$ cat config.mk
export PLATFORM = sky130hd
export DESIGN_NAME = type_length_payload_deframer
export DESIGN_NICKNAME = d
export VERILOG_FILES = /design/src/tlpd_pkg.sv /design/src/tlpd_regs.sv /design/src/type_length_payload_deframer.sv
export SDC_FILE = /design/constraint.sdc
export NUM_CORES = 1
export LEC_CHECK = 0
export BUFFER_PORTS_ARGS = -buffer_cell sky130_fd_sc_hd__buf_4
export CORE_UTILIZATION = 46
export CTS_BUF_LIST = sky130_fd_sc_hd__clkbuf_8
export DETAILED_ROUTE_END_ITERATION = 10
export GPL_ROUTABILITY_DRIVEN = 0
export PLACE_DENSITY_LB_ADDON = 0.1
export SYNTH_ARGS = -nofsm -noshare
export SYNTH_HDL_FRONTEND = slang
export SYNTH_SLANG_ARGS = --single-unit
$ cat constraint.sdc
create_clock -name i_clk -period 4.25 [get_ports i_clk]
set_clock_uncertainty 0.05 [all_clocks]
set_input_delay 0.425 -clock i_clk [delete_from_list [all_inputs] [get_ports i_clk]]
set_output_delay 0.425 -clock i_clk [all_outputs]
set_load 0.01 [all_outputs]
$ cat src/tlpd_pkg.sv
package tlpd_pkg;

    localparam int LENGTH_DIGITS = 9;
    localparam int LEN_W         = 30;
    localparam int DIGIT_CNT_W   = 4;
    localparam int ADDR_W        = 3;
    localparam int DATA_W        = 32;

    // event codes on the result channel
    typedef enum logic [1:0] {
        EV_HEADER   = 2'd0,
        EV_PAYLOAD  = 2'd1,
        EV_BAD_TYPE = 2'd2,
        EV_LEN_ABRT = 2'd3
    } t_event;

    // register indexes on the config port
    localparam logic REG_ENDPOINT = 1'b0;
    localparam logic REG_RAWDATA  = 1'b1;

    localparam logic [7:0] RST_ENDPOINT = 8'd1;
    localparam logic [7:0] RST_RAWDATA  = 8'd2;

    localparam logic [7:0] ASCII_ZERO = 8'h30;
    localparam logic [7:0] ASCII_NINE = 8'h39;

    typedef struct packed {
        logic [7:0] endpoint_code;
        logic [7:0] rawdata_code;
    } t_codes;

    typedef struct packed {
        t_event           event_res;
        logic             msg_kind;
        logic [LEN_W-1:0] msg_length;
        logic [7:0]       data;
        logic             last;
    } t_result;

endpackage

$ cat src/tlpd_regs.sv
module tlpd_regs (
    input  logic                          i_clk,
    input  logic                          i_rst_n,
    input  logic                          psel,
    input  logic                          penable,
    input  logic                          pwrite,
    input  logic [tlpd_pkg::ADDR_W-1:0]   paddr,
    input  logic [tlpd_pkg::DATA_W-1:0]   pwdata,
    output logic [tlpd_pkg::DATA_W-1:0]   prdata,
    output logic                          pready,
    output tlpd_pkg::t_codes              o_codes
);
    import tlpd_pkg::*;

    logic [7:0] r_endpoint_code;
    logic [7:0] r_rawdata_code;
    logic       w_wr;
    logic       w_index;

    assign pready  = 1'b1;
    assign w_wr    = psel & penable & pwrite & pready;
    // word address selects the register, byte offset ignored
    assign w_index = paddr[ADDR_W-1];

    always_ff @(posedge i_clk) begin
        if (!i_rst_n) begin
            r_endpoint_code <= RST_ENDPOINT;
            r_rawdata_code  <= RST_RAWDATA;
        end else if (w_wr) begin
            if (w_index == REG_ENDPOINT) begin
                r_endpoint_code <= pwdata[7:0];
            end else begin
                r_rawdata_code <= pwdata[7:0];
            end
        end
    end

    always_comb begin
        if (w_index == REG_ENDPOINT) begin
            prdata = {{(DATA_W-8){1'b0}}, r_endpoint_code};
        end else begin
            prdata = {{(DATA_W-8){1'b0}}, r_rawdata_code};
        end
    end

    assign o_codes.endpoint_code = r_endpoint_code;
    assign o_codes.rawdata_code  = r_rawdata_code;

endmodule

$ cat src/type_length_payload_deframer.sv
// channel   | direction | handshake                  | payload
// ----------+-----------+----------------------------+--------------------------------------
// rx in     | input     | i_in_valid / o_in_ready    | i_rx_byte
// result    | output    | o_out_valid / i_out_ready  | o_event_res o_msg_kind o_msg_length
//           |           |                            | o_data o_last
// config    | input     | psel penable pwrite pready | paddr pwdata prdata
//
// one byte is accepted per cycle while o_in_ready is high; its result (if any) is registered
// in the output stage and shown on the result channel from there.
// a two-entry output stage (result register plus skid) lets input continue while a
// result waits; o_in_ready drops only when both entries are full.
// synchronous active-low reset returns to awaiting a type byte and restores the codes.
module type_length_payload_deframer (
    input  logic                          i_clk,
    input  logic                          i_rst_n,
    input  logic                          i_in_valid,
    output logic                          o_in_ready,
    input  logic [7:0]                    i_rx_byte,
    output logic                          o_out_valid,
    input  logic                          i_out_ready,
    output logic [1:0]                    o_event_res,
    output logic                          o_msg_kind,
    output logic [tlpd_pkg::LEN_W-1:0]    o_msg_length,
    output logic [7:0]                    o_data,
    output logic                          o_last,
    input  logic                          psel,
    input  logic                          penable,
    input  logic                          pwrite,
    input  logic [tlpd_pkg::ADDR_W-1:0]   paddr,
    input  logic [tlpd_pkg::DATA_W-1:0]   pwdata,
    output logic [tlpd_pkg::DATA_W-1:0]   prdata,
    output logic                          pready
);
    import tlpd_pkg::*;

    typedef enum logic [1:0] {
        PH_TYPE    = 2'd0,
        PH_LENGTH  = 2'd1,
        PH_PAYLOAD = 2'd2
    } t_phase;

    t_codes                 w_codes;

    t_phase                 r_phase;
    logic                   r_kind;
    logic [DIGIT_CNT_W-1:0] r_digits_left;
    logic [LEN_W-1:0]       r_length_acc;
    logic [LEN_W-1:0]       r_bytes_left;

    t_phase                 n_phase;
    logic                   n_kind;
    logic [DIGIT_CNT_W-1:0] n_digits_left;
    logic [LEN_W-1:0]       n_length_acc;
    logic [LEN_W-1:0]       n_bytes_left;
    t_result                n_res;
    logic                   n_has_res;

    t_result                r_out;
    logic                   r_out_valid;
    t_result                r_skid;
    logic                   r_skid_valid;

    logic                   w_accept;
    logic                   w_push;
    logic                   w_pop;
    logic                   w_is_digit;
    logic [3:0]             w_digit;
    logic [LEN_W-1:0]       w_acc_next;

    tlpd_regs u_regs (
        .i_clk   (i_clk),
        .i_rst_n (i_rst_n),
        .psel    (psel),
        .penable (penable),
        .pwrite  (pwrite),
        .paddr   (paddr),
        .pwdata  (pwdata),
        .prdata  (prdata),
        .pready  (pready),
        .o_codes (w_codes)
    );

    assign o_in_ready = ~r_skid_valid;
    assign w_accept   = i_in_valid & o_in_ready;

    assign w_is_digit = (i_rx_byte >= ASCII_ZERO) && (i_rx_byte <= ASCII_NINE);
    assign w_digit    = 4'(i_rx_byte - ASCII_ZERO);
    // acc * 10 + digit as (acc << 3) + (acc << 1) + digit, wrapped to the field width
    assign w_acc_next = LEN_W'({r_length_acc, 3'b000} + {2'b00, r_length_acc, 1'b0}
                               + {{(LEN_W-1){1'b0}}, w_digit});

    always_comb begin
        n_phase       = r_phase;
        n_kind        = r_kind;
        n_digits_left = r_digits_left;
        n_length_acc  = r_length_acc;
        n_bytes_left  = r_bytes_left;
        n_has_res     = 1'b0;
        n_res         = '{event_res: EV_HEADER, msg_kind: r_kind,
                          msg_length: '0, data: i_rx_byte, last: 1'b0};
        case (r_phase)
            PH_LENGTH: begin
                if (!w_is_digit) begin
                    n_has_res       = 1'b1;
                    n_res.event_res = EV_LEN_ABRT;
                    n_phase         = PH_TYPE;
                end else begin
                    n_length_acc = w_acc_next;
                    if (r_digits_left <= DIGIT_CNT_W'(1)) begin
                        n_digits_left = '0;
                        n_has_res     = 1'b1;
                        n_res.data    = '0;
                        if (w_acc_next == '0) begin
                            n_res.last = 1'b1;
                            n_phase    = PH_TYPE;
                        end else begin
                            n_res.msg_length = w_acc_next;
                            n_bytes_left     = w_acc_next;
                            n_phase          = PH_PAYLOAD;
                        end
                    end else begin
                        n_digits_left = r_digits_left - DIGIT_CNT_W'(1);
                    end
                end
            end
            PH_PAYLOAD: begin
                n_has_res       = 1'b1;
                n_res.event_res = EV_PAYLOAD;
                if (r_bytes_left <= LEN_W'(1)) begin
                    n_bytes_left = '0;
                    n_res.last   = 1'b1;
                    n_phase      = PH_TYPE;
                end else begin
                    n_bytes_left = r_bytes_left - LEN_W'(1);
                end
            end
            default: begin
                n_phase = PH_TYPE;
                if (i_rx_byte == w_codes.endpoint_code ||
                    i_rx_byte == w_codes.rawdata_code) begin
                    // endpoint wins when both codes match
                    n_kind        = (i_rx_byte != w_codes.endpoint_code);
                    n_digits_left = DIGIT_CNT_W'(LENGTH_DIGITS);
                    n_length_acc  = '0;
                    n_bytes_left  = '0;
                    n_phase       = PH_LENGTH;
                end else begin
                    n_has_res       = 1'b1;
                    n_res.event_res = EV_BAD_TYPE;
                    n_res.msg_kind  = 1'b0;
                end
            end
        endcase
    end

    always_ff @(posedge i_clk) begin
        if (!i_rst_n) begin
            r_phase       <= PH_TYPE;
            r_kind        <= 1'b0;
            r_digits_left <= DIGIT_CNT_W'(LENGTH_DIGITS);
            r_length_acc  <= '0;
            r_bytes_left  <= '0;
        end else if (w_accept) begin
            r_phase       <= n_phase;
            r_kind        <= n_kind;
            r_digits_left <= n_digits_left;
            r_length_acc  <= n_length_acc;
            r_bytes_left  <= n_bytes_left;
        end
    end

    // result register with one skid entry behind it
    assign w_push = w_accept & n_has_res;
    assign w_pop  = r_out_valid & i_out_ready;

    always_ff @(posedge i_clk) begin
        if (!i_rst_n) begin
            r_out_valid  <= 1'b0;
            r_skid_valid <= 1'b0;
        end else if (r_skid_valid) begin
            if (w_pop) begin
                r_skid_valid <= 1'b0;
            end
        end else if (w_push) begin
            if (!r_out_valid || w_pop) begin
                r_out_valid <= 1'b1;
            end else begin
                r_skid_valid <= 1'b1;
            end
        end else if (w_pop) begin
            r_out_valid <= 1'b0;
        end
    end

    always_ff @(posedge i_clk) begin
        if (r_skid_valid) begin
            if (w_pop) begin
                r_out <= r_skid;
            end
        end else if (w_push) begin
            if (!r_out_valid || w_pop) begin
                r_out <= n_res;
            end else begin
                r_skid <= n_res;
            end
        end
    end

    assign o_out_valid  = r_out_valid;
    assign o_event_res  = r_out.event_res;
    assign o_msg_kind   = r_out.msg_kind;
    assign o_msg_length = r_out.msg_length;
    assign o_data       = r_out.data;
    assign o_last       = r_out.last;

endmodule
==> results.md, run 1 <==
- Status: complete, but fails checks
- Failing checks: design-rule violations
- Congestion Overflow GR: 0
- Final setup vio count: 0
- Leakage: 0.005100 uW
- Total CTS buffers: 17
- Layout area overhead: 17.25%
- Nets: ~1300
- CTS tree: built
- CORE AREA: around 0.022 mm2
- Top-area cell type share of the netlist area: about a quarter
- Quantity of I/O buffers inserted on ports: between 70 and 80
- Rel. slew slack: 32.90%
- Synth top area cells: edfxtp_1 (24%), dfxtp_1 (16%), nand2_1 (7.3%)
- Seq cells post-synth: 168
- Commonest non-fill, non-tap cell in the layout: nand2_1
- Leading area contributor after synthesis: edfxtp_1
- Die height: between 150 and 200 um
- Clock power share: roughly 37%
- Crit end category: register
- Worst-Margin Slew: approximately 1000 ps
- Synthesized area per cell: a little over 9 um2
- Synth Instances: between 1000 and 1500
- Post-layout instance area: 0.01224 mm2
- Post-synth EDFFs: 84
- Most frequent cells in the layout: nand2_1 (202), buf_4 (123), edfxtp_1 (84)
- Reg-to-Reg End: o_msg_length[28]
- Vias in the first global route: ~7800
- Flop-to-flop setup slack: between 100 and 150 ps
- Crit path DAT: around 4300 ps
- Min-Delay Path Class: primary input to register
- Peak Freq: 0.2432 GHz
- Clock Tree Buf Depth: 2
- Slew Viols, Final: 0
- Sw Ratio: roughly a quarter
- Largest net degree at the start of global routing: 96
- Avg WL per Cell: 18.13 um
- Register area share after synthesis: between 40% and 50%
- Vias per cell: around 5.6
- Ys Warns: 0
- Critical path fanouts, max: 8
- DR iter-0 viols: around 640
- Comb power frac: approximately 8%
- DRT Wirelength: between 20000 and 30000 um
- Die X: around 150 um
- Power Density: approximately 260 mW/mm2
- Clock Pin Slew Worst Setup and Hold Paths: about 100 ps
- Peak VDD IR: 175.6 uV
- Critical path origin: r_length_acc[3]
- Clock Tree Root: clkbuf_8
- Synthesized area: approximately 0.010 mm2
- Dpl hpwl: about 19000 um
- Drt drc: 1
- Starting Density: a little under half
- Layout cells sized above 1: a little over a fifth
- Post-Route Setup TNS: 0 ps
- Ant. Diodes: 0
- Tcrit/Tclk final: 96.74%
- FP Rows: 54
- Die Area: roughly 0.023 mm2
- GRT Total Usage: a little under a quarter
- Top FF cell, synth: edfxtp_1
- Reg2reg start: r_length_acc[3]
- End of the critical path: o_msg_length[28]
- Critical path type: register to register
- Clk_lat worst skew: ~480 ps
- H-Tree Depth: 4
- DP Area: 0.01148 mm2
- Worst endpoint required time: approximately 4400 ps
- Distinct cells, synth: 72
- Antenna violations before repair: 0
- Startpoint types: register
- Max-cap viol count: 0
- Share of power burned in registers: between 50 and 60%
- Final min period: approximately 4100 ps
- Clock tree sinks: approximately 170
- R2R depth: 13
- P_sw: approximately 820 uW
- Synth async-reset ratio: 0%
- Fill cells: 2020
- Hold Fails Final Rpt: 0
- Via count: 8441
- Final ANT Viol Nets: 0
- DRT Pass-1 Iters: 10
- Boundary Pins: around 130
- P_int: between 2000 and 2500 uW
- First-pass GRT wire length: roughly 42000 um
critical path, stage by stage, from the launching register on:
cell	delay (ps)
dfxtp_1	360
ha_1	300
ha_1	390
a211o_1	310
o21a_1	150
o2111ai_2	260
nand2_1	130
a21oi_1	260
o21ai_0	140
xnor2_1	570
and3_4	360
nand2b_4	280
clkbuf_16	210
o41ai_2	60
sequential cells by signal (all words and copies together), names as in the netlist:
register	flops
o_data	8
o_event_res	2
o_last	1
o_msg_kind	1
o_msg_length	30
o_out_valid	1
r_bytes_left	30
r_digits_left	4
r_kind	1
r_length_acc	29
r_phase	2
r_skid	42
r_skid_valid	1
u_regs.r_endpoint_code	8
u_regs.r_rawdata_code	8
Yosys cell counts (all sizes together) (11+ instances only):
cell type and count:
a21boi 18, a21oi 43, and2 35, buf 35, clkbuf 49, dfxtp 84
edfxtp 84, ha 60, inv 27, mux2 18, mux2i 32, nand2 202
nand3 11, nand4 17, nor2 62, nor2b 14, nor3 34, o21ai 71
o22ai 15, o31ai 21, o41ai 16, xnor2 47, xor2 16
layer usage:
layer	track usage, %	vias up	wire length, um
met4	8.658	0	589
met2	35.36	194	12410
met1	33.20	4035	13380
met5	0	-	0
li1	-	4174	-
met3	3.413	38	1088
timing repair:
action,4_1_cts,5_1_grt
resized for setup,1,31
hold buffers,0,0
setup buffers,0,5
cloned,0,9
setup endpoints to repair,1,90
pin swaps,0,16
area by class of cell:
class                           instances  area, um2  area share, %
Sequential cell                       168       4207          34.37
Clock inverter                         13      121.4         0.9915
Tap cell                              280      350.3          2.862
Clock buffer                           19      261.5          2.136
Multi-Input combinational cell        869       5942          48.54
Inverter                               27      101.3         0.8280
Timing Repair Buffer                  139       1257          10.27
power by group through the flow:
stage / clock network [uW] / registers [uW] / logic [uW]
after detailed placement: 0 / 1800 / 251
after floorplan: 0 / 1820 / 134
final: 1160 / 1760 / 252
after global placement: 0 / 1800 / 250
after global routing: 1250 / 1770 / 272
after CTS: 1180 / 1760 / 251
worst min path at each step:
stage	depth (start not counted)	slack [ps]	startpoint	end
floorplan	2	380	r_kind	r_kind
global placement	2	400	r_kind	r_kind
detailed placement	2	410	r_kind	r_kind
CTS	3	90	pwdata[0]	u_regs.r_endpoint_code[0]
global route	3	90	pwdata[0]	u_regs.r_endpoint_code[0]
finish	3	110	pwdata[0]	u_regs.r_endpoint_code[0]
per-stage QoR:
step	hold WS, ps	total power [uW]	instances	utilization, %	setup slack [ps]
floorplan	378.5	1951	1147	-	297.3
global placement	398.8	2050	1470	52.11	-213.4
detailed placement	406.9	2051	1470	52.11	-213.9
CTS	90.69	3197	1502	53.85	33.83
global route	92.33	3289	1515	55.57	-26.48
finish	111.0	3173	1515	55.57	138.7
logic make-up after synthesis:
group,synth area share (%)
muxes,5.010
DFF,40.27
AOI/OAI and AO/OA,16.85
and+or+nand+nor,19.64
buffers and inverters,5.297
adders and majority gates,7.574
other,0.07193
xor gates and xnor gates,5.285
Power figures use the tool's default switching activity.
==> run 2: changes to the inputs <==
--- a/config.mk
+++ b/config.mk
@@ -9,8 +9,9 @@
 export CORE_UTILIZATION = 46
 export CTS_BUF_LIST = sky130_fd_sc_hd__clkbuf_8
 export DETAILED_ROUTE_END_ITERATION = 10
-export GPL_ROUTABILITY_DRIVEN = 0
+export GPL_ROUTABILITY_DRIVEN = 1
 export PLACE_DENSITY_LB_ADDON = 0.1
+export SETUP_SLACK_MARGIN = 0.5
 export SYNTH_ARGS = -nofsm -noshare
 export SYNTH_HDL_FRONTEND = slang
 export SYNTH_SLANG_ARGS = --single-unit
==> results.md, run 2 (synthesis results as in run 1) <==
- DRT Pass-1 Iters: 10
- Antenna violations before repair: 0
- Top reg by flops: r_skid
- Largest register FFs: 42
- Final min period: 4128 ps
- Failing checks: design-rule violations
- Leakage: between 0.005 and 0.006 uW
- Routability-driven placement congestion ratio: 0.9242
- Crit path DAT: 4280 ps
- Dpl hpwl: around 20000 um
- Final ANT Viol Nets: 0
- Slew Viols, Final: 0
- Worst-Margin Slew: between 1000 and 1500 ps
- Clock Pin Slew Worst Setup and Hold Paths: ~100 ps
- Critical path type: register to register
- Avg WL per Cell: between 15 and 20 um
- Power Density: around 250 mW/mm2
- GRT Total Usage: 23.68%
- Worst endpoint required time: about 4400 ps
- Drt drc: 5
- Quantity of I/O buffers inserted on ports: between 70 and 80
- Peak Freq: roughly 0.24 GHz
- Layout area overhead: 18.72%
- Starting Density: between 40% and 50%
- Crit end category: register
- Nets: about 1300
- Die X: ~150 um
- Clock Tree Root: clkbuf_8
- Clock tree sinks: roughly 170
- Final total power: between 3000 and 4000 uW
- Critical path fanouts, max: 7
- Clk_lat worst skew: between 400 and 500 ps
- DR iter-0 viols: between 500 and 600
- Fill cells: slightly below 2000
- Die Area: between 0.02 and 0.025 mm2
- RSZ-0062 raised after global routing: yes
- DP Area: roughly 0.011 mm2
- Clock Tree Buf Depth: 2
- Via count: approximately 8400
- Final setup vio count: 0
- Status: complete, but fails checks
- Ant. Diodes: 0
- Max-cap viol count: 0
- Tcrit/Tclk final: about 97%
- Hold Buf Count CTS: 0
- Congestion Overflow GR: 0
- Min-Delay Path Class: primary input to register
- Layout cells sized above 1: 23.15%
- Boundary Pins: 127
- Total CTS buffers: 17
- Most frequent cells in the layout: nand2_1 (201), buf_4 (115), edfxtp_1 (84)
- Post-layout instance area: 0.01239 mm2
- Peak VDD IR: 169.7 uV
- Commonest non-fill, non-tap cell in the layout: nand2_1
- Post-Route Setup TNS: 0 ps
- Largest net degree at the start of global routing: 95
- DRT Wirelength: 27800 um
- Startpoint types: register
- Vias in the first global route: 7799
- First-pass GRT wire length: about 43000 um
- CTS tree: built
- Hold Fails Final Rpt: 0
- FP Rows: 54
- Vias per cell: 5.577
- H-Tree Depth: 4
- Die height: roughly 150 um
- CORE AREA: between 0.02 and 0.025 mm2
- Rel. slew slack: 24.31%
[run 2: area by class of cell]
class                           count  area [um2]  area share, %
Multi-Input combinational cell    868        6153          49.65
Sequential cell                   168        4208          33.95
Timing Repair Buffer              132        1211          9.772
Tap cell                          280       350.3          2.827
Clock buffer                       17       234.0          1.888
Clock inverter                     15       128.9          1.040
Inverter                           27       108.9         0.8783
[run 2: metal layers]
| metal | vias to the layer above | part of all wire [%] | global-route usage [%] | wire [um] |
|---|---|---|---|---|
| met3 | 38 | 4.2 | 3.811 | 1166 |
| met4 | 0 | 2.2 | 7.215 | 624 |
| li1 | 4170 | - | - | - |
| met2 | 193 | 44 | 36.22 | 12320 |
| met5 | - | 0 | 0 | 0 |
| met1 | 4003 | 49 | 34.15 | 13690 |
[run 2: power breakdown]
part           leakage [uW]  switching [uW]  internal (uW)
clock network      0.000191             636            468
registers           0.00148            15.0           1750
logic               0.00337             155            106
[run 2: metrics by stage]
step	hold WS, ps	worst slack [ps]	std cells	utilization [%]
5_1_grt	102.3	-15.13	1507	56.27
4_1_cts	111.0	246.2	1498	54.67
3_3_place_gp	406.7	-108.0	1452	51.62
2_1_floorplan	378.5	490.5	1147	-
3_5_place_dp	404.3	-86.20	1452	51.62
6_report	134.9	122.0	1507	56.27
[run 2: path summary, 6_finish.rpt]
| path | start | endpoint | slack, ps | cells after the start |
|---|---|---|---|---|
| worst min-delay path | pwdata[0] | u_regs.r_endpoint_code[0] | 130 | 3 |
| worst min register to register | r_kind | r_kind | 420 | 2 |
| worst max register to register | r_length_acc[2] | r_skid[26] | 120 | 17 |
| worst max-delay path | r_length_acc[2] | r_skid[26] | 120 | 17 |
[run 2: timing repair]
item | 4_1_cts | 5_1_grt
gates cloned | 3 | 4
pin swaps | 15 | 29
setup endpoints to repair | 91 | 91
hold endpoints to repair | 0 | 0
resized for setup | 27 | 45
setup buffers | 11 | 5
[run 2: critical path, cell delays in order, from the launching register on]
cell and delay [ps]:
dfxtp_2 350, inv_2 40, fa_1 490, buf_6 140
fa_2 380, nor2b_4 150, o2111a_2 290, o2111ai_4 170
a2111oi_4 310, buf_4 180, o21ai_2 60, a211oi_2 200
and4_1 220, and3_4 210, nand2b_4 250, buf_6 170
clkbuf_16 170, nor2_4 30
